[src/rtl/core/assert_macros.svh]
// Assertion macros for the calculator block, clocked on clk_i and held off during reset.
`ifndef ASSERT_MACROS_SVH
`define ASSERT_MACROS_SVH

`ifndef NO_ASSERTIONS

// Check that a property holds at every clock edge out of reset.
`define ATDC_ASSERT(lbl, prop, msg) \
  lbl: assert property (@(posedge clk_i) disable iff (!rst_ni) prop) else $error(msg);

// Check that a condition never holds at a clock edge out of reset.
`define ATDC_ASSERT_NEVER(lbl, cond, msg) \
  lbl: assert property (@(posedge clk_i) disable iff (!rst_ni) !(cond)) else $error(msg);

`else

`define ATDC_ASSERT(lbl, prop, msg)
`define ATDC_ASSERT_NEVER(lbl, cond, msg)

`endif

`endif

[src/rtl/core/atdc_pkg.sv]
// Shared types and constants of the ASCII three-digit calculator.
`default_nettype none

package atdc_pkg;

  localparam int unsigned FRAME_LENGTH = 8;
  localparam int unsigned OPND_W       = 10;
  localparam int unsigned RES_W        = 21;
  localparam int unsigned DIGIT_W      = 4;

  localparam logic [7:0] ASCII_ZERO = 8'd48;
  localparam logic [7:0] ASCII_NINE = 8'd57;
  localparam logic [7:0] OP_MUL     = 8'd42;
  localparam logic [7:0] OP_ADD     = 8'd43;
  localparam logic [7:0] OP_SUB     = 8'd45;
  localparam logic [7:0] OP_DIV     = 8'd47;

  // Positions within a frame
  localparam logic [2:0] POS_FIRST = 3'd0;
  localparam logic [2:0] POS_OP    = 3'd3;
  localparam logic [2:0] POS_LAST  = 3'(FRAME_LENGTH - 1);

  // Trial divisors of the decimal reduction: 1000 shifted up by ten, 100 and 10 by three
  localparam logic [RES_W-1:0] MOD_START  = RES_W'(1000 * 1024);
  localparam logic [RES_W-1:0] HUND_START = RES_W'(800);
  localparam logic [RES_W-1:0] TENS_START = RES_W'(80);

  typedef enum logic [2:0] {
    ST_OK         = 3'd0,
    ST_OVERFLOW   = 3'd1,
    ST_NEGATIVE   = 3'd2,
    ST_DIV_ZERO   = 3'd3,
    ST_BAD_DIGIT  = 3'd4,
    ST_UNKNOWN_OP = 3'd5
  } status_e;

  typedef struct packed {
    logic [OPND_W-1:0] opa;
    logic [OPND_W-1:0] opb;
    logic [7:0]        op;
    logic              derr;
  } frame_t;

  typedef struct packed {
    logic [DIGIT_W-1:0] hund;
    logic [DIGIT_W-1:0] tens;
    logic [DIGIT_W-1:0] ones;
    status_e            status;
  } result_t;

endpackage

`default_nettype wire

[src/rtl/core/atdc_if.sv]
// Valid/ready channel interfaces for received bytes and result digits.
`default_nettype none

interface atdc_rx_if;
  logic       valid;
  logic       ready;
  logic [7:0] rx_byte;

  modport source (output valid, output rx_byte, input ready);
  modport sink   (input valid, input rx_byte, output ready);
endinterface

interface atdc_tx_if;
  logic       valid;
  logic       ready;
  logic [7:0] tx_byte;
  logic       last_digit;
  logic [2:0] status;

  modport source (output valid, output tx_byte, output last_digit, output status, input ready);
  modport sink   (input valid, input tx_byte, input last_digit, input status, output ready);
endinterface

`default_nettype wire

[src/rtl/core/ascii_three_digit_calculator.sv]
// Top level of the ASCII three-digit calculator: frame capture, sequencer and digit sender.
//
//  channel  | dir | payload                          | transaction
//  ---------+-----+----------------------------------+---------------------------------
//  rx_i     | in  | rx_byte[7:0]                     | one frame byte
//  tx_o     | out | tx_byte[7:0], last_digit, status | one ASCII result digit
//
// Bytes one to seven of a frame are only stored and produce nothing.
// The terminator starts the sequencer around the single shared adder:
//   multiply, divide or add/subtract (skipped for divide by zero or an
//   unknown operator), then sign, reduction modulo a thousand, hundreds,
//   tens and a finishing state before the first digit.
// rx_i.ready stays low while the sequencer runs, and a terminator is held off
//   until the previous three digits have all gone; other bytes pass meanwhile.
// Reset (rst_ni low, asynchronous) clears frame position, operands and the
//   kept result; the first byte after reset starts a new frame.
`default_nettype none
`include "assert_macros.svh"

module ascii_three_digit_calculator (
  input  wire logic  clk_i,
  input  wire logic  rst_ni,
  atdc_rx_if.sink    rx_i,
  atdc_tx_if.source  tx_o
);

  atdc_pkg::frame_t  frame;
  atdc_pkg::result_t result;
  logic              frame_term;
  logic              rx_accept;
  logic              calc_busy;
  logic              calc_done;

  // Hold every byte while a calculation runs, and the terminator while digits still wait to go
  assign rx_i.ready = !calc_busy && (!frame_term || !tx_o.valid);
  assign rx_accept  = rx_i.valid && rx_i.ready;

  atdc_frame u_frame (
    .clk_i     (clk_i),
    .rst_ni    (rst_ni),
    .accept_i  (rx_accept),
    .rx_byte_i (rx_i.rx_byte),
    .frame_o   (frame),
    .term_o    (frame_term)
  );

  // Start on the accepted terminator; the stored operands are already complete
  atdc_calc u_calc (
    .clk_i    (clk_i),
    .rst_ni   (rst_ni),
    .start_i  (rx_accept && frame_term),
    .frame_i  (frame),
    .busy_o   (calc_busy),
    .done_o   (calc_done),
    .result_o (result)
  );

  // Load the digit buffer as the sequencer finishes; it is empty by construction
  atdc_tx u_tx (
    .clk_i    (clk_i),
    .rst_ni   (rst_ni),
    .load_i   (calc_done),
    .result_i (result),
    .tx_o     (tx_o)
  );

  `ATDC_ASSERT_NEVER(a_busy_while_sending, calc_busy && tx_o.valid, "calc ran while digits pending")
  `ATDC_ASSERT(a_term_starts_calc, (rx_accept && frame_term) |=> calc_busy, "calc not started")
  `ATDC_ASSERT(a_last_ends_run, (tx_o.valid && tx_o.ready && tx_o.last_digit) |=> !tx_o.valid, "digits after last")

endmodule

`default_nettype wire

[src/rtl/core/atdc_frame.sv]
// Frame capture: byte position, operand accumulation, operator and bad-digit flag.
`default_nettype none

module atdc_frame (
  input  wire logic            clk_i,
  input  wire logic            rst_ni,
  input  wire logic            accept_i,
  input  wire logic [7:0]      rx_byte_i,
  output atdc_pkg::frame_t     frame_o,
  output logic                 term_o
);

  logic [2:0]       pos_q, pos_d;
  atdc_pkg::frame_t frm_q, frm_d;

  logic                          digit_ok;
  logic [7:0]                    digit_raw;
  logic [atdc_pkg::DIGIT_W-1:0]  digit;
  logic [atdc_pkg::OPND_W-1:0]   base_a;
  logic                          base_err;

  // acc * 10 + d, kept to the operand width
  function automatic logic [atdc_pkg::OPND_W-1:0] take_digit(
    input logic [atdc_pkg::OPND_W-1:0]  acc,
    input logic [atdc_pkg::DIGIT_W-1:0] d
  );
    logic [atdc_pkg::OPND_W+3:0] t;
    t = ({4'b0, acc} << 3) + ({4'b0, acc} << 1) + {10'b0, d};
    return t[atdc_pkg::OPND_W-1:0];
  endfunction

  always_comb begin
    digit_ok  = (rx_byte_i >= atdc_pkg::ASCII_ZERO) && (rx_byte_i <= atdc_pkg::ASCII_NINE);
    digit_raw = rx_byte_i - atdc_pkg::ASCII_ZERO;
    digit     = digit_ok ? digit_raw[atdc_pkg::DIGIT_W-1:0] : '0;
    base_a    = (pos_q == atdc_pkg::POS_FIRST) ? '0 : frm_q.opa;
    base_err  = (pos_q == atdc_pkg::POS_FIRST) ? 1'b0 : frm_q.derr;

    pos_d = pos_q;
    frm_d = frm_q;
    if (accept_i) begin
      if (pos_q == atdc_pkg::POS_LAST) begin
        pos_d = atdc_pkg::POS_FIRST;
      end else begin
        pos_d = pos_q + 3'd1;
        if (pos_q == atdc_pkg::POS_FIRST) begin
          frm_d.opb = '0;
        end
        if (pos_q < atdc_pkg::POS_OP) begin
          frm_d.opa  = take_digit(base_a, digit);
          frm_d.derr = base_err | ~digit_ok;
        end else if (pos_q == atdc_pkg::POS_OP) begin
          frm_d.op = rx_byte_i;
        end else begin
          frm_d.opb  = take_digit(frm_q.opb, digit);
          frm_d.derr = frm_q.derr | ~digit_ok;
        end
      end
    end
  end

  always_ff @(posedge clk_i or negedge rst_ni) begin
    if (!rst_ni) begin
      pos_q <= atdc_pkg::POS_FIRST;
      frm_q <= '0;
    end else begin
      pos_q <= pos_d;
      frm_q <= frm_d;
    end
  end

  assign frame_o = frm_q;
  assign term_o  = (pos_q == atdc_pkg::POS_LAST);

endmodule

`default_nettype wire

[src/rtl/core/atdc_alu.sv]
// Shared adder/subtractor with carry out; carry set on subtract means a >= b.
`default_nettype none

module atdc_alu (
  input  wire logic [atdc_pkg::RES_W-1:0] a_i,
  input  wire logic [atdc_pkg::RES_W-1:0] b_i,
  input  wire logic                       sub_i,
  output logic      [atdc_pkg::RES_W-1:0] y_o,
  output logic                            carry_o
);

  logic [atdc_pkg::RES_W:0] sum;

  always_comb begin
    sum = {1'b0, a_i} + {1'b0, b_i ^ {atdc_pkg::RES_W{sub_i}}} +
          {{atdc_pkg::RES_W{1'b0}}, sub_i};
  end

  assign y_o     = sum[atdc_pkg::RES_W-1:0];
  assign carry_o = sum[atdc_pkg::RES_W];

endmodule

`default_nettype wire

[src/rtl/core/atdc_calc.sv]
// Sequencer around the shared adder: multiply, divide, add, subtract, sign and decimal digits.
`default_nettype none

module atdc_calc (
  input  wire logic              clk_i,
  input  wire logic              rst_ni,
  input  wire logic              start_i,
  input  wire atdc_pkg::frame_t  frame_i,
  output logic                   busy_o,
  output logic                   done_o,
  output atdc_pkg::result_t      result_o
);

  localparam int unsigned RW = atdc_pkg::RES_W;
  localparam int unsigned OW = atdc_pkg::OPND_W;
  localparam logic [3:0] BIT_LAST   = 4'(OW - 1);
  localparam logic [3:0] MOD_LAST   = 4'd10;
  localparam logic [3:0] DIGIT_LAST = 4'd3;

  typedef enum logic [3:0] {
    S_IDLE, S_MUL, S_DIV, S_ADDSUB, S_SIGN, S_MOD, S_HUND, S_TENS, S_FINISH
  } state_e;

  state_e state_q, state_d;

  logic [OW-1:0]  opa_q, opa_d, opb_q, opb_d;
  logic [7:0]     op_q, op_d;
  logic           derr_q, derr_d, unk_q, unk_d, dz_q, dz_d;
  logic           neg_q, neg_d, ovf_q, ovf_d;
  logic [RW-1:0]  acc_q, acc_d, work_q, work_d, res_q, res_d;
  logic [3:0]     cnt_q, cnt_d;
  logic [atdc_pkg::DIGIT_W-1:0] hund_q, hund_d, tens_q, tens_d;

  logic [RW-1:0]  alu_a, alu_b, alu_y;
  logic           alu_sub, alu_c;
  logic [OW:0]    trial;
  atdc_pkg::status_e status;

  atdc_alu u_alu (
    .a_i     (alu_a),
    .b_i     (alu_b),
    .sub_i   (alu_sub),
    .y_o     (alu_y),
    .carry_o (alu_c)
  );

  // Operand selection for the shared unit
  always_comb begin
    trial   = {acc_q[OW-1:0], work_q[OW-1]};
    alu_a   = '0;
    alu_b   = '0;
    alu_sub = 1'b0;
    case (state_q)
      S_MUL: begin
        alu_a = {acc_q[RW-2:0], 1'b0};
        alu_b = work_q[OW-1] ? {{(RW-OW){1'b0}}, opa_q} : '0;
      end
      S_DIV: begin
        alu_a   = {{(RW-OW-1){1'b0}}, trial};
        alu_b   = {{(RW-OW){1'b0}}, opb_q};
        alu_sub = 1'b1;
      end
      S_ADDSUB: begin
        alu_a   = {{(RW-OW){1'b0}}, opa_q};
        alu_b   = {{(RW-OW){1'b0}}, opb_q};
        alu_sub = (op_q == atdc_pkg::OP_SUB);
      end
      S_SIGN: begin
        alu_b   = res_q;
        alu_sub = 1'b1;
      end
      S_MOD, S_HUND, S_TENS: begin
        alu_a   = work_q;
        alu_b   = acc_q;
        alu_sub = 1'b1;
      end
      default: begin
        alu_a = '0;
      end
    endcase
  end

  always_comb begin
    if (unk_q)       status = atdc_pkg::ST_UNKNOWN_OP;
    else if (derr_q) status = atdc_pkg::ST_BAD_DIGIT;
    else if (dz_q)   status = atdc_pkg::ST_DIV_ZERO;
    else if (neg_q)  status = atdc_pkg::ST_NEGATIVE;
    else if (ovf_q)  status = atdc_pkg::ST_OVERFLOW;
    else             status = atdc_pkg::ST_OK;
  end

  always_comb begin
    state_d = state_q;
    opa_d   = opa_q;
    opb_d   = opb_q;
    op_d    = op_q;
    derr_d  = derr_q;
    unk_d   = unk_q;
    dz_d    = dz_q;
    neg_d   = neg_q;
    ovf_d   = ovf_q;
    acc_d   = acc_q;
    work_d  = work_q;
    res_d   = res_q;
    cnt_d   = cnt_q;
    hund_d  = hund_q;
    tens_d  = tens_q;
    case (state_q)
      S_IDLE: begin
        if (start_i) begin
          opa_d  = frame_i.opa;
          opb_d  = frame_i.opb;
          op_d   = frame_i.op;
          derr_d = frame_i.derr;
          unk_d  = 1'b0;
          dz_d   = 1'b0;
          acc_d  = '0;
          cnt_d  = BIT_LAST;
          case (frame_i.op)
            atdc_pkg::OP_MUL: begin
              work_d  = {{(RW-OW){1'b0}}, frame_i.opb};
              state_d = S_MUL;
            end
            atdc_pkg::OP_ADD, atdc_pkg::OP_SUB: begin
              state_d = S_ADDSUB;
            end
            atdc_pkg::OP_DIV: begin
              if (frame_i.opb == '0) begin
                res_d   = '0;
                dz_d    = 1'b1;
                state_d = S_SIGN;
              end else begin
                work_d  = {{(RW-OW){1'b0}}, frame_i.opa};
                state_d = S_DIV;
              end
            end
            default: begin
              unk_d   = 1'b1;
              state_d = S_SIGN;
            end
          endcase
        end
      end
      S_MUL: begin
        acc_d  = alu_y;
        work_d = {work_q[RW-2:0], 1'b0};
        if (cnt_q == '0) begin
          res_d   = alu_y;
          state_d = S_SIGN;
        end else begin
          cnt_d = cnt_q - 4'd1;
        end
      end
      S_DIV: begin
        acc_d  = alu_c ? alu_y : {{(RW-OW-1){1'b0}}, trial};
        work_d = {work_q[RW-2:0], alu_c};
        if (cnt_q == '0) begin
          res_d   = {{(RW-OW){1'b0}}, work_q[OW-2:0], alu_c};
          state_d = S_SIGN;
        end else begin
          cnt_d = cnt_q - 4'd1;
        end
      end
      S_ADDSUB: begin
        res_d   = alu_y;
        state_d = S_SIGN;
      end
      S_SIGN: begin
        // Take the magnitude of the two's complement result
        neg_d   = res_q[RW-1];
        work_d  = res_q[RW-1] ? alu_y : res_q;
        ovf_d   = 1'b0;
        acc_d   = atdc_pkg::MOD_START;
        cnt_d   = MOD_LAST;
        state_d = S_MOD;
      end
      S_MOD: begin
        // Any successful trial subtraction means the magnitude reaches a thousand
        if (alu_c) begin
          work_d = alu_y;
          ovf_d  = 1'b1;
        end
        acc_d = acc_q >> 1;
        if (cnt_q == '0) begin
          acc_d   = atdc_pkg::HUND_START;
          cnt_d   = DIGIT_LAST;
          state_d = S_HUND;
        end else begin
          cnt_d = cnt_q - 4'd1;
        end
      end
      S_HUND: begin
        if (alu_c) work_d = alu_y;
        hund_d[cnt_q[1:0]] = alu_c;
        acc_d = acc_q >> 1;
        if (cnt_q == '0) begin
          acc_d   = atdc_pkg::TENS_START;
          cnt_d   = DIGIT_LAST;
          state_d = S_TENS;
        end else begin
          cnt_d = cnt_q - 4'd1;
        end
      end
      S_TENS: begin
        if (alu_c) work_d = alu_y;
        tens_d[cnt_q[1:0]] = alu_c;
        acc_d = acc_q >> 1;
        if (cnt_q == '0) begin
          state_d = S_FINISH;
        end else begin
          cnt_d = cnt_q - 4'd1;
        end
      end
      S_FINISH: begin
        state_d = S_IDLE;
      end
      default: begin
        state_d = S_IDLE;
      end
    endcase
  end

  always_ff @(posedge clk_i or negedge rst_ni) begin
    if (!rst_ni) begin
      state_q <= S_IDLE;
      opa_q   <= '0;
      opb_q   <= '0;
      op_q    <= '0;
      derr_q  <= 1'b0;
      unk_q   <= 1'b0;
      dz_q    <= 1'b0;
      neg_q   <= 1'b0;
      ovf_q   <= 1'b0;
      acc_q   <= '0;
      work_q  <= '0;
      res_q   <= '0;
      cnt_q   <= '0;
      hund_q  <= '0;
      tens_q  <= '0;
    end else begin
      state_q <= state_d;
      opa_q   <= opa_d;
      opb_q   <= opb_d;
      op_q    <= op_d;
      derr_q  <= derr_d;
      unk_q   <= unk_d;
      dz_q    <= dz_d;
      neg_q   <= neg_d;
      ovf_q   <= ovf_d;
      acc_q   <= acc_d;
      work_q  <= work_d;
      res_q   <= res_d;
      cnt_q   <= cnt_d;
      hund_q  <= hund_d;
      tens_q  <= tens_d;
    end
  end

  assign busy_o          = (state_q != S_IDLE);
  assign done_o          = (state_q == S_FINISH);
  assign result_o.hund   = hund_q;
  assign result_o.tens   = tens_q;
  assign result_o.ones   = work_q[atdc_pkg::DIGIT_W-1:0];
  assign result_o.status = status;

endmodule

`default_nettype wire

[src/rtl/core/atdc_tx.sv]
// Output buffer: holds the three result digits and sends them hundreds first.
`default_nettype none

module atdc_tx (
  input  wire logic               clk_i,
  input  wire logic               rst_ni,
  input  wire logic               load_i,
  input  wire atdc_pkg::result_t  result_i,
  atdc_tx_if.source               tx_o
);

  localparam logic [1:0] IDX_HUND = 2'd0;
  localparam logic [1:0] IDX_TENS = 2'd1;
  localparam logic [1:0] IDX_ONES = 2'd2;

  atdc_pkg::result_t            res_q;
  logic                         valid_q;
  logic [1:0]                   idx_q;
  logic [atdc_pkg::DIGIT_W-1:0] digit;

  always_comb begin
    case (idx_q)
      IDX_HUND: digit = res_q.hund;
      IDX_TENS: digit = res_q.tens;
      default:  digit = res_q.ones;
    endcase
  end

  always_ff @(posedge clk_i or negedge rst_ni) begin
    if (!rst_ni) begin
      valid_q <= 1'b0;
      idx_q   <= IDX_HUND;
      res_q   <= '0;
    end else if (load_i) begin
      valid_q <= 1'b1;
      idx_q   <= IDX_HUND;
      res_q   <= result_i;
    end else if (valid_q && tx_o.ready) begin
      if (idx_q == IDX_ONES) begin
        valid_q <= 1'b0;
      end else begin
        idx_q <= idx_q + 2'd1;
      end
    end
  end

  assign tx_o.valid      = valid_q;
  assign tx_o.tx_byte    = atdc_pkg::ASCII_ZERO + {4'b0, digit};
  assign tx_o.last_digit = (idx_q == IDX_ONES);
  assign tx_o.status     = res_q.status;

endmodule

`default_nettype wire
[src/flat_wrapper.sv]
// flat-port wrapper written by rule: the top's interface ports become plain ports
module ascii_three_digit_calculator_flat 
  (clk_i, rst_ni, rx_i_valid, rx_i_rx_byte, rx_i_ready, tx_o_valid, tx_o_tx_byte, tx_o_last_digit, tx_o_status, tx_o_ready);
  atdc_rx_if rx_i_i ();
  atdc_tx_if tx_o_i ();
  input  wire logic clk_i;
  input  wire logic rst_ni;
  input wire logic [$bits(rx_i_i.valid)-1:0] rx_i_valid;
  input wire logic [$bits(rx_i_i.rx_byte)-1:0] rx_i_rx_byte;
  output wire logic [$bits(rx_i_i.ready)-1:0] rx_i_ready;
  output wire logic [$bits(tx_o_i.valid)-1:0] tx_o_valid;
  output wire logic [$bits(tx_o_i.tx_byte)-1:0] tx_o_tx_byte;
  output wire logic [$bits(tx_o_i.last_digit)-1:0] tx_o_last_digit;
  output wire logic [$bits(tx_o_i.status)-1:0] tx_o_status;
  input wire logic [$bits(tx_o_i.ready)-1:0] tx_o_ready;
  assign rx_i_i.valid = rx_i_valid;
  assign rx_i_i.rx_byte = rx_i_rx_byte;
  assign rx_i_ready = rx_i_i.ready;
  assign tx_o_valid = tx_o_i.valid;
  assign tx_o_tx_byte = tx_o_i.tx_byte;
  assign tx_o_last_digit = tx_o_i.last_digit;
  assign tx_o_status = tx_o_i.status;
  assign tx_o_i.ready = tx_o_ready;
  ascii_three_digit_calculator u_core (.clk_i(clk_i), .rst_ni(rst_ni), .rx_i(rx_i_i), .tx_o(tx_o_i));
endmodule
[config.mk]
export PLATFORM = sky130hd
export DESIGN_NAME = ascii_three_digit_calculator_flat
export DESIGN_NICKNAME = d
export VERILOG_FILES = /design/src/rtl/core/atdc_pkg.sv /design/src/rtl/core/atdc_if.sv /design/src/rtl/core/ascii_three_digit_calculator.sv /design/src/rtl/core/atdc_frame.sv /design/src/rtl/core/atdc_alu.sv /design/src/rtl/core/atdc_calc.sv /design/src/rtl/core/atdc_tx.sv /design/src/flat_wrapper.sv
export VERILOG_INCLUDE_DIRS = /design/src /design/src/rtl/core
export SDC_FILE = /design/constraint.sdc
export NUM_CORES = 1
export LEC_CHECK = 0
export ABC_CLOCK_PERIOD_IN_PS = 11300
export BUFFER_PORTS_ARGS = -buffer_cell sky130_fd_sc_hd__buf_2
export CAP_MARGIN = 20
export CORE_MARGIN = 2
export CORE_UTILIZATION = 45
export CTS_CLUSTER_SIZE = 20
export DETAILED_ROUTE_END_ITERATION = 10
export GPL_TIMING_DRIVEN = 0
export PLACE_DENSITY_LB_ADDON = 0.05
export SYNTH_ARGS = -nofsm -noshare
export SYNTH_HDL_FRONTEND = slang
export SYNTH_SLANG_ARGS = --single-unit
[constraint.sdc]
create_clock -name clk_i -period 11.3 [get_ports clk_i]
set_input_delay 2.26 -clock clk_i [delete_from_list [all_inputs] [get_ports clk_i]]
set_output_delay 2.26 -clock clk_i [all_outputs]
set_load 0.01 [all_outputs]
Word level (Yosys, flattened, before mapping). Cells that the tools add are included.

Register bits after elaboration: 162. Bits of input ports: 12. Word-level logic and storage cells: 189.

Add/sub/neg operators: 11. Order comparisons: 5. Eq/ne operators: 33. Mux-type cells: 64. Bitwise gates (word level): 6. Reduce and logical (&&, ||, !) cells: 44.

Operators with widths (number): 21-bit one-hot mux with 4 select lines (3); 21-bit two-way mux (11); 21-bit one-hot mux with 7 select lines (1); 21-bit one-hot mux with 5 select lines (1); 21-bit one-hot mux with 2 select lines (1); 8-bit by 6-bit == test with 1-bit output (second input constant) (5); 20-bit two-way mux (2); 4-bit two-way mux (9); 10-bit two-way mux (3); 4-bit one-hot mux with 7 select lines (1); 21-bit by 21-bit adder with 22-bit output (1); 22-bit by 1-bit adder with 22-bit output (1); 21-bit XOR (1); 10-bit adder (2); 10-bit by 4-bit adder with 10-bit output (2); 18-bit two-way mux (1); 2-bit inequality test (second input constant) (9); 4-bit by 3-bit == test with 1-bit output (second input constant) (4); 4-bit one-hot mux with 4 select lines (1); 1-bit two-way mux (12); 3-bit two-way mux (4); 2-bit AND reduction (6); 4-bit nonzero test (3); 10-bit logical NOT (1); 46 further kinds (78).

Depth between registers and ports, before layout. Gate-level depths: netlist of run 1.

Depth in word-level cells: 8. Mapped depth: 22. Depth with buffers taken out: 15.

Modules after synthesis. A second synthesis of run 1 with hierarchy kept.

Cells, all modules: 1156. Area total of the unflattened synthesis: 11135.7 um2.

By module, submodules not included: atdc_calc (instances 1, cells an instance 686, area an instance 6686.4 um2); atdc_frame (instances 1, cells an instance 204, area an instance 2173.3 um2); atdc_alu (instances 1, cells an instance 195, area an instance 1362.6 um2); atdc_tx (instances 1, cells an instance 67, area an instance 877.1 um2); ascii_three_digit_calculator (instances 1, cells an instance 4, area an instance 36.3 um2).

Least setup slack after synthesis of run 1. No wires, ideal clock.

Path type: input-to-reg. From: in rx_i_rx_byte[1]. To: reg u_core.u_frame.frm_q, in the netlist u_core.u_frame.frame_o[18]. Setup time: 121 ps. Data arrival time: 4787 ps. Data required time: 11179 ps. Path slack: 6392 ps. Cell stages on the path: 13. Buffers on the path: 0. Path through: o21ai_0 -> and4_1 -> and2_1 -> fa_1 -> ha_1 -> a21o_1 -> a21oi_1 -> o21bai_1 -> a21oi_1 -> o21bai_1 -> a21oi_1 -> xnor2_1 -> a22o_1.

Word-level cells in the longest chain between the ends: 6. Elaborated cells between the ends (all ways): 8. Those cells by class: add/sub: 2; order compare: 2; mux: 3; reduce/logical: 1.

Ends and longest elaborated chain: start, declared (RTL line flat_wrapper.sv:9) `input wire logic [$bits(rx_i_i.rx_byte)-1:0] rx_i_rx_byte;`; 8-bit by 6-bit greater-or-equal comparator with 1-bit output / 8-bit by 6-bit less-or-equal comparator with 1-bit output (equally long branches) (RTL line atdc_frame.sv:33) `digit_ok = (rx_byte_i >= atdc_pkg::ASCII_ZERO) && (rx_byte_i <= atdc_pkg::ASCII_NINE);`; 1-bit logical AND (RTL line atdc_frame.sv:33); 4-bit two-way mux * (RTL line atdc_frame.sv:35) `digit = digit_ok ? digit_raw[atdc_pkg::DIGIT_W-1:0] : '0;`; 10-bit by 4-bit adder with 10-bit output * (RTL line atdc_frame.sv:28) `t = ({4'b0, acc} << 3) + ({4'b0, acc} << 1) + {10'b0, d};`; 10-bit two-way mux * (RTL line atdc_frame.sv:52) `end else if (pos_q == atdc_pkg::POS_OP) begin`; 18-bit two-way mux * (RTL line atdc_frame.sv:49) `if (pos_q < atdc_pkg::POS_OP) begin`; end signal, assigned (RTL line atdc_frame.sv:68) `frm_q <= frm_d;`; end, declared (RTL line atdc_frame.sv:14) `atdc_pkg::frame_t frm_q, frm_d;`.

Mark *: on every way between the ends. The rest lies on a longest branch, timed or not. A chain may end at the register's enable or synchronous reset.

Worst setup path after layout of run 1.
From: reg u_core.u_calc.state_q[3]. To: reg u_core.u_calc.acc_q[12].

Word-level cells in the longest chain between the ends: 8. Elaborated cells between the ends (all ways): 27. Those cells by class: add/sub: 2; eq/ne: 8; mux: 5; bitwise: 1; reduce/logical: 11.

Ends and longest elaborated chain: start, declared (RTL line atdc_calc.sv:24) `state_e state_q, state_d;`; start signal, assigned (RTL line atdc_calc.sv:241) `state_q <= state_d;`; 4-bit by 3-bit == test with 1-bit output (tied with other cells) (RTL line atdc_calc.sv:53, atdc_calc.sv:108); 3-bit OR reduction (no line) (tied with other cells); 21-bit one-hot mux with 4 select lines / 1-bit one-hot mux with 2 select lines (equally long branches) (RTL line atdc_calc.sv:53) `case (state_q)`; 21-bit XOR (RTL line atdc_alu.sv:15) `sum = {1'b0, a_i} + {1'b0, b_i ^ {atdc_pkg::RES_W{sub_i}}} +`; 21-bit by 21-bit adder with 22-bit output (RTL line atdc_alu.sv:15); 22-bit by 1-bit adder with 22-bit output (RTL line atdc_alu.sv:15); 21-bit two-way mux (RTL line atdc_calc.sv:155) `acc_d = alu_c ? alu_y : {{(RW-OW-1){1'b0}}, trial};`; 21-bit one-hot mux with 7 select lines (RTL line atdc_calc.sv:108) `case (state_q)`; end signal, assigned (RTL line atdc_calc.sv:234) `acc_q <= '0;`; end signal, assigned (RTL line atdc_calc.sv:250) `acc_q <= acc_d;`; end, declared (RTL line atdc_calc.sv:30) `logic [RW-1:0] acc_q, acc_d, work_q, work_d, res_q, res_d;`.

Parallel ways exist; a longest one is shown, timed or not.

==> results of run 1 <==
flip-flops by register name, indices dropped and copies added (netlist names), 2 cells and up:
signal                   flops
u_core.u_calc.op_q           8
u_core.u_tx.res_q           12
u_core.u_frame.frame_o      29
u_core.u_tx.tx_o.status      3
u_core.u_frame.pos_q         3
u_core.u_calc.work_q        21
u_core.u_tx.idx_q            2
u_core.u_calc.state_q        4
u_core.u_calc.tens_q         4
u_core.u_calc.opb_q         10
u_core.u_calc.res_q         21
u_core.u_calc.opa_q         10
u_core.u_calc.cnt_q          4
u_core.u_calc.hund_q         4
u_core.u_calc.acc_q         21
kinds of logic after synthesis:
| logic type | share of synthesized area [%] |
|---|---|
| compound gates | 23.8 |
| xor+xnor | 3.23 |
| fa+ha+maj | 8.05 |
| buf+inv | 4.39 |
| flops | 37.3 |
| mux | 5.30 |
| other cells | 0.0692 |
| simple gates | 17.8 |
tightest hold or removal path, delay by kind of cell (launching register included):
| kind | cells | cell delay (ns) |
|---|---|---|
| and+or+nand+nor | 2 | 0.10 |
| DFF | 1 | 0.34 |
per-layer routing:
metal  vias to the layer above  wire length [um]
met5                         -                 0
met1                      4705             15400
met2                       295             16000
met3                        54              1690
li1                       4517                 -
met4                         0               879
synthesized netlist by cell type (9+ instances only):
cell	n
sky130_fd_sc_hd__nand2_1	231
sky130_fd_sc_hd__dfrtp_1	162
sky130_fd_sc_hd__o21ai_0	86
sky130_fd_sc_hd__a21oi_1	81
sky130_fd_sc_hd__nor2_1	80
sky130_fd_sc_hd__ha_1	61
sky130_fd_sc_hd__clkbuf_1	39
sky130_fd_sc_hd__inv_1	34
sky130_fd_sc_hd__xnor2_1	31
sky130_fd_sc_hd__mux2_2	27
sky130_fd_sc_hd__a22o_1	26
sky130_fd_sc_hd__mux2i_1	26
sky130_fd_sc_hd__a221oi_1	25
sky130_fd_sc_hd__a222oi_1	16
sky130_fd_sc_hd__and2_1	16
sky130_fd_sc_hd__a31oi_1	14
sky130_fd_sc_hd__a21o_1	13
sky130_fd_sc_hd__a22oi_1	13
sky130_fd_sc_hd__buf_2	12
sky130_fd_sc_hd__nand3_1	12
sky130_fd_sc_hd__o21ai_1	11
sky130_fd_sc_hd__buf_1	10
sky130_fd_sc_hd__nand2b_1	10
sky130_fd_sc_hd__buf_4	9
sky130_fd_sc_hd__nor3_1	9
sky130_fd_sc_hd__xor2_1	9
placed cells by master, fill, tap and decap left out, types with 9 or more instances in the layout:
cell and n:
sky130_fd_sc_hd__dfrtp_1 162, sky130_fd_sc_hd__nand2_1 231, sky130_fd_sc_hd__xnor2_1 31, sky130_fd_sc_hd__a22oi_1 13, sky130_fd_sc_hd__nand2b_1 10, sky130_fd_sc_hd__a221oi_1 25
sky130_fd_sc_hd__nor2_1 80, sky130_fd_sc_hd__a222oi_1 16, sky130_fd_sc_hd__a22o_1 26, sky130_fd_sc_hd__o21ai_1 11, sky130_fd_sc_hd__a21o_1 13, sky130_fd_sc_hd__mux2i_1 26
sky130_fd_sc_hd__ha_1 61, sky130_fd_sc_hd__mux2_2 27, sky130_fd_sc_hd__clkbuf_16 17, sky130_fd_sc_hd__inv_1 34, sky130_fd_sc_hd__o21ai_0 86, sky130_fd_sc_hd__a31oi_1 14
sky130_fd_sc_hd__nor3_1 9, sky130_fd_sc_hd__buf_4 10, sky130_fd_sc_hd__buf_2 33, sky130_fd_sc_hd__clkbuf_1 39, sky130_fd_sc_hd__a21oi_1 81, sky130_fd_sc_hd__buf_1 10
sky130_fd_sc_hd__xor2_1 9, sky130_fd_sc_hd__and2_1 16, sky130_fd_sc_hd__nand3_1 12
through the flow:
step	util (%)	setup WS, ns	instance area (um2)
3_3_place_gp	48.3	5.22	11400
5_1_grt	51.1	4.71	12000
4_1_cts	51.0	5.16	12000
6_report	51.1	4.96	12000
2_1_floorplan	-	6.39	10900
3_5_place_dp	48.4	5.16	11400
path summary, 6_finish.rpt:
path | slack, ns | endpoint | start
max in group asynchronous | 8.63 | u_core.u_calc.op_q[2]$_DFFE_PN0P_ | rst_ni
min in group asynchronous | 1.74 | u_core.u_calc.res_q[14]$_DFFE_PN0P_ | rst_ni
worst max register to register | 4.96 | u_core.u_calc.acc_q[12]$_DFFE_PN0P_ | u_core.u_calc.state_q[3]$_DFFE_PN0P_
worst min register to register | 0.48 | u_core.u_calc.op_q[3]$_DFFE_PN0P_ | u_core.u_calc.op_q[3]$_DFFE_PN0P_
worst max-delay path | 4.96 | u_core.u_calc.acc_q[12]$_DFFE_PN0P_ | u_core.u_calc.state_q[3]$_DFFE_PN0P_
worst min-delay path | 0.48 | u_core.u_calc.op_q[3]$_DFFE_PN0P_ | u_core.u_calc.op_q[3]$_DFFE_PN0P_
layout make-up:
type / instances / area [um2] / share of cell area (%)
buffer: 73 / 345 / 2.87
tap: 319 / 399 / 3.32
clock inverter: 15 / 185 / 1.54
sequential: 162 / 4050 / 33.7
timing repair buffer: 24 / 155 / 1.29
clock buffer: 17 / 425 / 3.54
multi-input combinational: 952 / 6330 / 52.6
inverter: 35 / 131 / 1.09
==> impl.org, run 1 <==
** Die
- The floorplan step defined a core boundary enclosing 23500 um2.
- Width of the chip :: 159 um
- Vertical die dimension :: 159 um
- IO Pins :: 26
- The floorplan step defined a die boundary enclosing roughly 25000 um2.
- For this configuration, the core starts out at a cell density of 46.1%.
- After floorplanning, the core was divided into 56 placement rows.

** Setup path
- Max stage delay cell, worst path :: sky130_fd_sc_hd__clkbuf_1
- Maximum fanout along the worst path :: 10
- By startpoint and endpoint, the worst setup path is classified as reg2reg.
- Buffers plus inverters on the worst setup path :: 6
- Largest incremental delay on the critical path :: roughly 0.62 ns
- Counting buffers and inverters, the worst setup path is 20 cells deep.
- Measured in cells, the most critical reg-to-reg path has a length of 20.
- Worst endpoint required time :: 11.59 ns
- STA classifies the critical path startpoint as a register.
- For the worst setup path, the data arrival time is 6.63 ns.
- By instance count, the cell type seen most on the critical path is sky130_fd_sc_hd__clkbuf_1.
- STA classifies the critical path endpoint as a register.
- The critical path goes through nor2_1 -> and2_1 -> clkbuf_1 -> nand2b_1 -> nand2_1 -> buf_2 -> buf_1 -> a222oi_1 -> inv_1 -> ha_1 -> a21oi_1 -> o21bai_1 -> nor3_1 -> or2_2 -> clkbuf_1 -> a41oi_2 -> a21o_1 -> buf_4 -> a21oi_2 -> o21ai_0.
- Worst path top cell family by delay :: buffers and inverters

** CTS
- TritonCTS clock tree :: yes
- The root buffer cell chosen for the clock tree is sky130_fd_sc_hd__clkbuf_16.
- Post-cts repair resize count :: 0
- The H-tree was split into 4 levels.
- # clock sinks :: 162
- Once the clock tree was built, the setup fixing pass inserted 0 buffers.
- CTS buffer count :: 17
- CTS Hold Buffers Added :: 0
- After clock tree synthesis, the clock-pin slew on the worst setup and hold paths is ~0.08 ns.
- Worst skew pair latency :: 0.44 ns
- Maximum clock insertion buffer count :: 2

** STA
- Clock period minus worst slack :: 6.34 ns
- Derived from the worst setup path, the maximum achievable clock frequency is about 160 MHz.
- After layout, the worst path uses 56.1% of the clock period.
- After routing, the total negative slack on setup checks comes to 0 ns.
- Number of hold-slack violations in the final timing report :: 0
- Max-slew violations :: 0
- Slew @ Worst Pin :: 0.925 ns
- Setup repair after global routing missed its margin :: no
- The worst pin sits at a relative slew slack of 37.8%.
- Hold is met by ~0.48 ns.
- Setup violations remaining at the end of the flow were counted as 0.
- Worst clock skew :: 0.0146 ns

** Route
- For this run, the detailed router's first-pass iteration total came to 8.
- After detailed routing, the average wire length per cell comes to approximately 21 um.
- For this block, the routed nets add up to 34000 um of wire.
- Detailed-route via count :: 9571
- After detailed routing, the number of remaining DRC violations is 0.
- After detailed routing, the number of vias per cell comes to 5.99.
- In this run, the number of DRC markers left after iteration 0 of detailed routing was 916.
- Count of nets left with antenna violations after detail routing :: 0

** Final layout
- Compared with the post-synthesis result, the final layout area differs by 10.8%.
- The filler cells instantiated in the layout total roughly 2300.
- At the end of the flow, the number of nets in the layout was between 1000 and 1500.
- Inserted Diodes :: 0
- For this run, the number of standard cells in the final layout without fillers is 1597.
- Fraction of layout cells with a size suffix above 1 :: 11.3%

** Logic synthesis
- Async SR Flop Fraction :: 100%
- The share of synthesized area in the top cell type comes to 37.3%.
- During synthesis, Yosys emitted a total of 0 warnings.
- Syn Inst Count :: 1220
- Number of distinct library cell variants in the gate-level netlist after synthesis :: 85
- Total standard cell area after synthesis :: 10900 um2
- Ranked by total cell area, the synthesized netlist is headed by sky130_fd_sc_hd__dfrtp_1 37%, sky130_fd_sc_hd__nand2_1 8.0%, sky130_fd_sc_hd__ha_1 7.0%.
- Cell accounting for the most synthesized area :: sky130_fd_sc_hd__dfrtp_1
- Proportion of synthesized chip area in sequential cells :: 37.3%
- Register bit total from synthesis :: 162
- Top FF cell, synth :: sky130_fd_sc_hd__dfrtp_1
- Yosys mapped a number of flops with a built-in enable equal to 0.
- A synthesized cell averages 8.90 um2.

** Placed design
- Input and output buffers added on the ports amount to 21.
- Summed over all nets, the half-perimeter wirelength after detailed placement is 24900 um.
- Counting tap cells, the placed design contains a total of 1563 instances.
- Routability-driven placement finished with a final weighted congestion of 0.902.

** Global routing
- Via count of the first global-routing pass :: 9470
- Met2 capacity usage during global routing :: ~45%
- After global routing, the most crowded layer is met2.
- Global routing usage on met3 :: 3.52%
- The number of antenna violations at the first check in global routing came to 0.
- Overall Global Routing Usage :: 27.1%
- For this run, global-route usage on met1 was measured as a little under two fifths.
- Congestion Overflow GR :: 0
- Entering global routing, the biggest net connects 108 pins.
- Wire length of the first global-routing pass :: 54000 um

** Job
- Number of max-cap violations :: 0

** Worst hold path
- Class of the worst hold path :: reg2reg
- Counting instances, the worst hold path has a depth of 2.

** Status
- The flow ran to the end, and the final reports show no timing, DRC or antenna violations.
Power of run 1 is not shown: default switching activity piles up to over one toggle a cycle in this logic, so the estimate is an artifact.
==> run 2: changes to the inputs <==
--- a/config.mk
+++ b/config.mk
@@ -6,7 +6,7 @@
 export SDC_FILE = /design/constraint.sdc
 export NUM_CORES = 1
 export LEC_CHECK = 0
-export ABC_CLOCK_PERIOD_IN_PS = 11300
+export ABC_CLOCK_PERIOD_IN_PS = 5300
 export BUFFER_PORTS_ARGS = -buffer_cell sky130_fd_sc_hd__buf_2
 export CAP_MARGIN = 20
 export CORE_MARGIN = 2
==> constraint.sdc (replaced) <==
create_clock -name clk_i -period 5.3 [get_ports clk_i]
set_input_delay 1.06 -clock clk_i [delete_from_list [all_inputs] [get_ports clk_i]]
set_output_delay 1.06 -clock clk_i [all_outputs]
set_load 0.01 [all_outputs]
==> impl.org, run 2 (same netlist as run 1, synthesis figures left out) <==
** Status
- The flow ran to the end, and the final reports show no timing, DRC or antenna violations.

** STA
- Part of the cycle the worst path needs :: 95.8% (+40 points)
- The final clock skew came to 0.0143 ns (-0.000364 ns).
- Clock period minus worst slack :: 5.08 ns (-1.26 ns)
- Setup repair after global routing left no endpoint under its margin.
- The final-layout worst hold slack is 0.478 ns (+0.0000860 ns).
- The highest achievable clock rate was 197 MHz (+25%).
- Max-slew violations :: 0 (unchanged)
- Number of hold-slack violations in the final timing report :: 0 (unchanged)
- Worst-case headroom to the max-slew limit :: 37.8% (about the same)
- The measured slew at the worst slew-check pin is 0.925 ns (-0.000480 ns).
- Final setup violation count :: 0 (unchanged)
- The setup total negative slack is 0 ns (unchanged).

** Final layout
- Leading cell type in the layout, fill and taps excluded :: sky130_fd_sc_hd__nand2_1
- The area of the multi-input gates is 6380 um2 (+0.83%).
- From synthesis to final layout, the design area changed by 11.4%.
- Final Cell Area :: 12100 um2 (+0.57%)
- The fill cell instance count of the final layout is 2326 (-0.21%).
- In the layout the commonest cells are 231 x sky130_fd_sc_hd__nand2_1, 162 x sky130_fd_sc_hd__dfrtp_1, 85 x sky130_fd_sc_hd__o21ai_0.
- The number of nets in the final layout was 1342 (-0.074%).
- Seq. cell area :: 4050 um2 (unchanged)
- The share of cells above drive strength 1 came to 12.7% (+1.3 points).
- The number of inserted diodes was 0 (unchanged).
- Finished Layout Cells :: 1596 (-0.063%)
- Max reg flops :: 29 (unchanged)

** Setup path
- Worst path cell trace :: buf_4 -> clkbuf_2 -> nand2b_1 -> nand2_1 -> buf_2 -> buf_2 -> a222oi_1 -> inv_1 -> ha_1 -> nand4_1 -> nor3b_2 -> nor3_2 -> or2_2 -> clkbuf_1 -> a41oi_4 -> a21o_1 -> buf_4 -> buf_6 -> mux2i_1 -> o21ai_1
- Category of the worst setup path capture point :: register
- The register-to-register path setup slack is 0.22 ns (-4.74 ns).
- Largest incremental delay on the critical path :: 0.42 ns (-0.20 ns)
- End of the worst register-to-register path :: u_core.u_calc.acc_q[10]$_DFFE_PN0P_
- The critical path arrival is 5.38 ns (-1.25 ns).
- The most critical setup path has its startpoint at u_core.u_calc.state_q[1]$_DFFE_PN0P_.
- Launch instance of the worst register-to-register path :: u_core.u_calc.state_q[1]$_DFFE_PN0P_
- Startpoint-to-endpoint class of the critical path :: reg2reg
- The worst setup path is launched from a register.
- The number of cells on the worst reg-to-reg path was 20 (unchanged).
- The most critical setup path has its endpoint at u_core.u_calc.acc_q[10]$_DFFE_PN0P_.
- Maximum fanout along the worst path :: 10 (unchanged)
- Among all stages on the critical path, the largest delay is contributed by sky130_fd_sc_hd__a222oi_1.
- Worst endpoint required time :: 5.60 ns (-5.99 ns)

** Global routing
- Congestion Overflow GR :: 0 (unchanged)
- The via count of the first global-routing pass is 9482 (+0.13%).
- Number of antenna violations at the first check in global routing :: 0 (unchanged)
- The total global routing track utilization came to 27.2% (+0.028 points).
- The maximum number of pins on one net before global-route repair came to 108 (unchanged).
- Wire length of the first global-routing pass :: 54100 um (+0.18%)

** Route
- 1st-iter DRT viols :: 944 (+3.1%)
- The number of routed nets with antenna violations came to 0 (unchanged).
- The final wirelength was 34000 um (about the same).
- First-pass iteration count of the detailed router :: 6 (-2)
- Vias/cell :: 5.98 (-0.28%)
- DRC viols :: 0 (unchanged)
- The average routed wire per standard cell is 21.3 um (about the same).
- The total via count in the routed design came to 9538 (-0.34%).

** CTS
- Reg clk slew, reported paths :: 0.08 ns (about the same)
- The clock insertion delay at the later pin of the skew report came to 0.44 ns (about the same).
- TritonCTS built the clock tree.
- Root buffer cell :: sky130_fd_sc_hd__clkbuf_16
- The number of levels the H-tree was split into came to 4 (unchanged).
- CTS Hold Buffers Added :: 0 (unchanged)
- The clock sink total was 162 (unchanged).
- The number of buffers inserted during clock tree synthesis is 17 (unchanged).
- The maximum number of buffers from clock root to sink is 2 (unchanged).

** Die
- The count of boundary I/O pins was 26 (unchanged).
- The initial core utilization is 46.1% (unchanged).
- The core box area is 23500 um2 (unchanged).
- The floorplan row count came to 56 (unchanged).
- The die span in y was 159 um (unchanged).
- The horizontal die dimension is 159 um (unchanged).
- The die footprint is 25400 um2 (unchanged).

** Placed design
- The post-DP HPWL is 24900 um (unchanged).
- Inst Count DP :: 1563 (unchanged)
- The last weighted congestion value of the routability-driven placer was 0.902 (unchanged).
- The cell area after placement is 11400 um2 (unchanged).
- Count of buffers inserted at the top-level ports :: 21 (unchanged)

** Worst hold path
- Hold Path Cell Cnt :: 2 (unchanged)
- Class of the worst hold path :: reg2reg

** Job
- Number of max-cap violations :: 0 (unchanged)
[run 2: layout make-up]
cell class | instances | area share [%]
buffer | 71 | 2.90
clock buffer | 17 | 3.52
multi-input combinational | 952 | 52.8
tap | 319 | 3.30
inverter | 35 | 1.09
clock inverter | 15 | 1.53
sequential | 162 | 33.5
timing repair buffer | 25 | 1.38
[run 2: worst max-delay path, delay by kind of cell (launching register included)]
| kind | cells | cell delay (ns) |
|---|---|---|
| DFF | 1 | 0.41 |
| AOI/OAI and AO/OA | 4 | 1.04 |
| buffers and inverters | 8 | 1.66 |
| and+or+nand+nor | 6 | 1.21 |
| muxes | 1 | 0.20 |
| adders and majority gates | 1 | 0.40 |
[run 2: stage by stage]
stage               util, %  worst slack (ns)
finish                 51.4             0.223
global route           51.4           0.00574
CTS                    51.1           0.00941
detailed placement     48.4            -0.835
global placement       48.3            -0.782
floorplan                 -             0.881
[run 2: worst min path at each step]
stage               slack, ns                             startpoint                                  to
floorplan                0.44      u_core.u_calc.op_q[5]$_DFFE_PN0P_   u_core.u_calc.op_q[5]$_DFFE_PN0P_
global placement         0.46  u_core.u_frame.frame_o[0]$_DFFE_PN0P_    u_core.u_calc.derr_q$_DFFE_PN0P_
detailed placement       0.46      u_core.u_calc.op_q[3]$_DFFE_PN0P_   u_core.u_calc.op_q[3]$_DFFE_PN0P_
CTS                      0.48      u_core.u_calc.op_q[3]$_DFFE_PN0P_   u_core.u_calc.op_q[3]$_DFFE_PN0P_
global route             0.50     u_core.u_calc.opb_q[3]$_DFFE_PN0P_  u_core.u_calc.opb_q[3]$_DFFE_PN0P_
finish                   0.48  u_core.u_frame.frame_o[0]$_DFFE_PN0P_    u_core.u_calc.derr_q$_DFFE_PN0P_
[run 2: timing repair]
action / in CTS / in global routing
setup endpoints to repair: 60 / 54
gates resized for setup: 10 / 15
buffers inserted: 1 / 0
pin swaps: 1 / 0
[run 2: metal layers]
layer / track usage (%) / part of all wire [%] / up-vias
li1: - / - / 4516
met1: 36.8 / 45 / 4665
met2: 45.1 / 48 / 310
met4: 9.01 / 2.4 / 0
met5: 0 / 0 / -
met3: 3.70 / 5.2 / 47
Power of run 2 is left out for the same reason.
==> run 3: changes to the inputs <==
--- a/config.mk
+++ b/config.mk
@@ -6,6 +6,7 @@
 export SDC_FILE = /design/constraint.sdc
 export NUM_CORES = 1
 export LEC_CHECK = 0
+export ABC_AREA = 1
 export ABC_CLOCK_PERIOD_IN_PS = 5300
 export BUFFER_PORTS_ARGS = -buffer_cell sky130_fd_sc_hd__buf_2
 export CAP_MARGIN = 20
==> impl.org, run 3 <==
** Die
- The die span in y was 159 um (about the same).
- The count of boundary I/O pins was 26 (unchanged).
- Total Die Area :: 25400 um2 (about the same)
- Width of the chip :: 159 um (about the same)
- Initial cell density of the core :: 46.1% (about the same)
- The core box area was 23500 um2 (unchanged).
- Number of placement rows :: 56 (unchanged)

** Setup path
- Maximum fanout along the worst path :: 10 (unchanged)
- Critical path startpoint category :: register
- The required time at the endpoint of the critical path is 5.62 ns (+0.02 ns).
- Startpoint-to-endpoint class of the critical path :: reg2reg
- The number of cells on the worst reg-to-reg path is 22 (+10%).
- Crit path arrival time :: 5.32 ns (-0.06 ns)
- The register-to-register path setup slack is 0.29 ns (+0.07 ns).
- Category of the worst setup path capture point :: register

** Logic synthesis
- Synth Area in Compound Gates :: 18.9% (-4.9 points)
- The instance count of the mapped netlist came to 1461 (+20%).
- Number of distinct library cell variants in the gate-level netlist after synthesis :: 55 (-35%)
- Share of the synthesized area in the top cell type :: 37.4% (about the same)
- The adder-cell share of the synthesized area came to 7.96% (-0.086 points).
- Top FF cell, synth :: sky130_fd_sc_hd__dfrtp_1
- Register bit total from synthesis :: 162 (unchanged)
- Fraction of the mapped netlist area in simple logic gates :: 23.2% (+5.4 points)
- In the post-synthesis netlist, the cell with the most instances is sky130_fd_sc_hd__nand2_1.
- Yosys warning count :: 0 (unchanged)
- The mean cell area of the mapped netlist came to 7.42 um2 (-17%).
- The number of synthesized flops with an enable pin came to 0 (unchanged).
- After synthesis, the largest family of logic cells by area is simple AND/OR/NAND/NOR gates.
- Parity-gate share of the synthesized area counting xor and xnor cells :: 2.42% (-0.80 points)
- Proportion of synthesized chip area in sequential cells :: 37.4% (about the same)
- Total standard cell area after synthesis :: 10800 um2 (about the same)
- Post-synthesis mux area share :: 0.208% (-5.1 points)
- By count the netlist is led by 364 x sky130_fd_sc_hd__nand2_1, 203 x sky130_fd_sc_hd__inv_1, 162 x sky130_fd_sc_hd__dfrtp_1.
- By area the synthesized netlist is led by sky130_fd_sc_hd__dfrtp_1 37%, sky130_fd_sc_hd__nand2_1 13%, sky130_fd_sc_hd__o21ai_0 7.2%.
- Cell accounting for the most synthesized area :: sky130_fd_sc_hd__dfrtp_1
- The proportion of synthesized flip-flops having asynchronous set or reset came to 100% (unchanged).

** Route
- The length of the first detailed-routing pass in iterations was 7 (+1).
- The total via count in the routed design came to 10100 (+5.7%).
- Vias/cell :: 5.48 (-8.2%)
- The DRC violations left was 0 (unchanged).
- 1st-iter DRT viols :: 909 (-3.7%)
- Count of nets left with antenna violations after detail routing :: 0 (unchanged)
- Post-DR wirelength/cell :: 19.2 um (-9.8%)
- Routed Wire Length :: 35400 um (+3.9%)

** Final layout
- Final layout net count :: 1584 (+18%)
- Fin util :: 51.1% (-0.26 points)
- Layout-stage area growth over the synthesis result :: 11.0%
- Leaving out fill and tap cells, the most frequent cell in the layout is sky130_fd_sc_hd__nand2_1.
- Max reg flops :: 29 (unchanged)
- Inserted Diodes :: 0 (unchanged)
- Fraction of layout cells with a size suffix above 1 :: 8.10% (-4.6 points)
- In the layout the commonest cells are 364 x sky130_fd_sc_hd__nand2_1, 203 x sky130_fd_sc_hd__inv_1, 162 x sky130_fd_sc_hd__dfrtp_1.
- Finished Layout Cells :: 1838 (+15%)

** Power
- For this design the static power due to leakage is just under 6 nW.
- In this run the power density over the cells is 753 nW/um2.
- Worst VDD drop :: 0.000279 V

** STA
- Setup repair after global routing left no endpoint under its margin.
- Final hold slack :: 0.474 ns (-0.00427 ns)
- Max-slew violations :: 0 (unchanged)
- Slew @ Worst Pin :: 1.06 ns (+0.132 ns)
- The final critical delay including setup and external delays came to 5.01 ns (-0.0702 ns).
- Number of hold-slack violations in the final timing report :: 0 (unchanged)
- Worst clock skew :: 0.0122 ns (-0.00209 ns)
- Upper clock frequency limit :: 200 MHz (+1.4%)
- Part of the cycle the worst path needs :: 94.5% (-1.3 points)
- Final WS setup :: 0.293 ns (+0.0702 ns)
- The final count of negative-setup-slack endpoints came to 0 (unchanged).
- Worst-case headroom to the max-slew limit :: 29.3% (-8.6 points)

** CTS
- Root buffer cell :: sky130_fd_sc_hd__clkbuf_16
- The register clock-pin slew on the reported worst setup and hold paths is 0.07 ns (about the same).
- The clock sink total was 162 (unchanged).
- The cts-stage hold buffer count came to 0 (unchanged).
- The maximum number of buffers from clock root to sink was 2 (unchanged).
- The clock insertion delay at the later pin of the skew report was 0.44 ns (about the same).
- The number of levels the H-tree was split into is 4 (unchanged).
- TritonCTS clock tree :: yes
- The number of buffers inserted during clock tree synthesis came to 17 (unchanged).

** Worst hold path
- The worst hold path stage count is 2 (unchanged).
- Class of the worst hold path :: reg2reg

** Placed design
- Post-detail-place hpwl :: 26900 um (+8.3%)
- The worst setup slack before clock tree synthesis was -0.234 ns (+0.601 ns).
- The last weighted congestion value of the routability-driven placer came to 0.955 (+6.0%).
- The quantity of I/O buffers inserted on ports was 21 (unchanged).
- The cell count after placement was 1805 (+15%).

** Job
- Number of max-cap violations :: 0 (unchanged)

** Global routing
- Wire length of the first global-routing pass :: 55800 um (+3.2%)
- The total global routing overflow is 0 (unchanged).
- Overall Global Routing Usage :: 28.3% (+1.2 points)
- Largest net degree at the start of global routing :: 98 (-9.3%)
- The via count of the first global-routing pass was 10000 (+5.8%).
- The number of antenna violations at the first check in global routing was 0 (unchanged).

** Status
- Run status :: complete, no violations
## run 3: cell types whose count changed in the layout (fill, tap and decap cells not counted), sizes merged, moves of 26 or more
cell    previous run  this run
nand3             13        55
o21ai             97       171
nand2            231       377
a221oi            33         4
o22ai              1        34
mux2i             26         0
mux2              28         2
inv               44       219
nor2              80       110
## run 3: metal layers
metal	up-vias	share of wire, %	wire [um]	global-route usage, %
li1	4923	-	-	-
met1	4752	44	15500	36.3
met2	316	47	16600	47.8
met3	88	5.2	1850	4.77
met4	0	4.0	1410	11.4
met5	-	0	0	0
## run 3: cell type report
type	instances	area, um2
clock inverters	12	169
repair buffers	25	163
fillers	2402	11500
inverters	216	821
flip-flops and latches	162	4050
multi-input cells	1036	5740
well taps	319	399
clock buffers	20	447
plain buffers	48	244
## run 3: critical path: stages (launching register included)
cell and delay (ns):
sky130_fd_sc_hd__dfrtp_1 0.45, sky130_fd_sc_hd__nor2_4 0.37, sky130_fd_sc_hd__nand2_2 0.33, sky130_fd_sc_hd__nor2_4 0.26
sky130_fd_sc_hd__inv_1 0.20, sky130_fd_sc_hd__nor2_4 0.31, sky130_fd_sc_hd__inv_1 0.11, sky130_fd_sc_hd__o21ai_0 0.27
sky130_fd_sc_hd__xor2_1 0.18, sky130_fd_sc_hd__ha_1 0.32, sky130_fd_sc_hd__nand2_1 0.09, sky130_fd_sc_hd__nand2_1 0.07
sky130_fd_sc_hd__a31oi_1 0.39, sky130_fd_sc_hd__o21ai_0 0.21, sky130_fd_sc_hd__a21oi_1 0.26, sky130_fd_sc_hd__nand2_4 0.16
sky130_fd_sc_hd__inv_4 0.18, sky130_fd_sc_hd__nand2_4 0.06, sky130_fd_sc_hd__nand2_4 0.17, sky130_fd_sc_hd__inv_6 0.12
sky130_fd_sc_hd__buf_6 0.18, sky130_fd_sc_hd__nand2_1 0.07, sky130_fd_sc_hd__o21ai_0 0.07
## run 3: stage by stage
| stage | total power, W | cell area [um2] | TNS (ns) |
|---|---|---|---|
| after floorplan | 0.00589 | 10900 | 0 |
| after global placement | 0.00759 | 11400 | -4.95 |
| after detailed placement | 0.00763 | 11400 | -4.79 |
| after CTS | 0.00900 | 12000 | 0 |
| after global routing | 0.00978 | 12000 | 0 |
| final | 0.00907 | 12000 | 0 |
## run 3: what timing repair did
| item | 4_1_cts | 5_1_grt |
|---|---|---|
| setup buffers | 0 | 2 |
| setup endpoints to repair | 35 | 35 |
| endpoints found under the hold margin | 0 | 0 |
| resized for setup | 2 | 2 |
| pin swaps | 0 | 1 |
## run 3: path summary, 6_finish.rpt
| path | start | end |
|---|---|---|
| setup / recovery | u_core.u_calc.state_q[2]$_DFFE_PN0P_ | u_core.u_calc.work_q[1]$_DFFE_PN0P_ |
| hold / removal | u_core.u_calc.op_q[5]$_DFFE_PN0P_ | u_core.u_calc.op_q[5]$_DFFE_PN0P_ |
| setup reg to reg | u_core.u_calc.state_q[2]$_DFFE_PN0P_ | u_core.u_calc.work_q[1]$_DFFE_PN0P_ |
| hold reg to reg | u_core.u_calc.op_q[5]$_DFFE_PN0P_ | u_core.u_calc.op_q[5]$_DFFE_PN0P_ |
| max in group asynchronous | rst_ni | u_core.u_calc.opa_q[2]$_DFFE_PN0P_ |
| min in group asynchronous | rst_ni | u_core.u_tx.res_q[10]$_DFFE_PN0P_ |
## run 3: cells by family after synthesis
| kind of cell | count (synthesis) |
|---|---|
| AOI/OAI and AO/OA | 348 |
| xor gates and xnor gates | 30 |
| adders and majority gates | 66 |
| buffers and inverters | 265 |
| DFF | 162 |
| muxes | 2 |
| other | 2 |
| and+or+nand+nor | 586 |
## run 3: report_power, final
group	total [W]	switching, W	internal (W)
registers	0.00207	0.000334	0.00174
logic	0.00565	0.00391	0.00174
clock network	0.00135	0.000581	0.000766
Power figures use the tool's default switching activity.
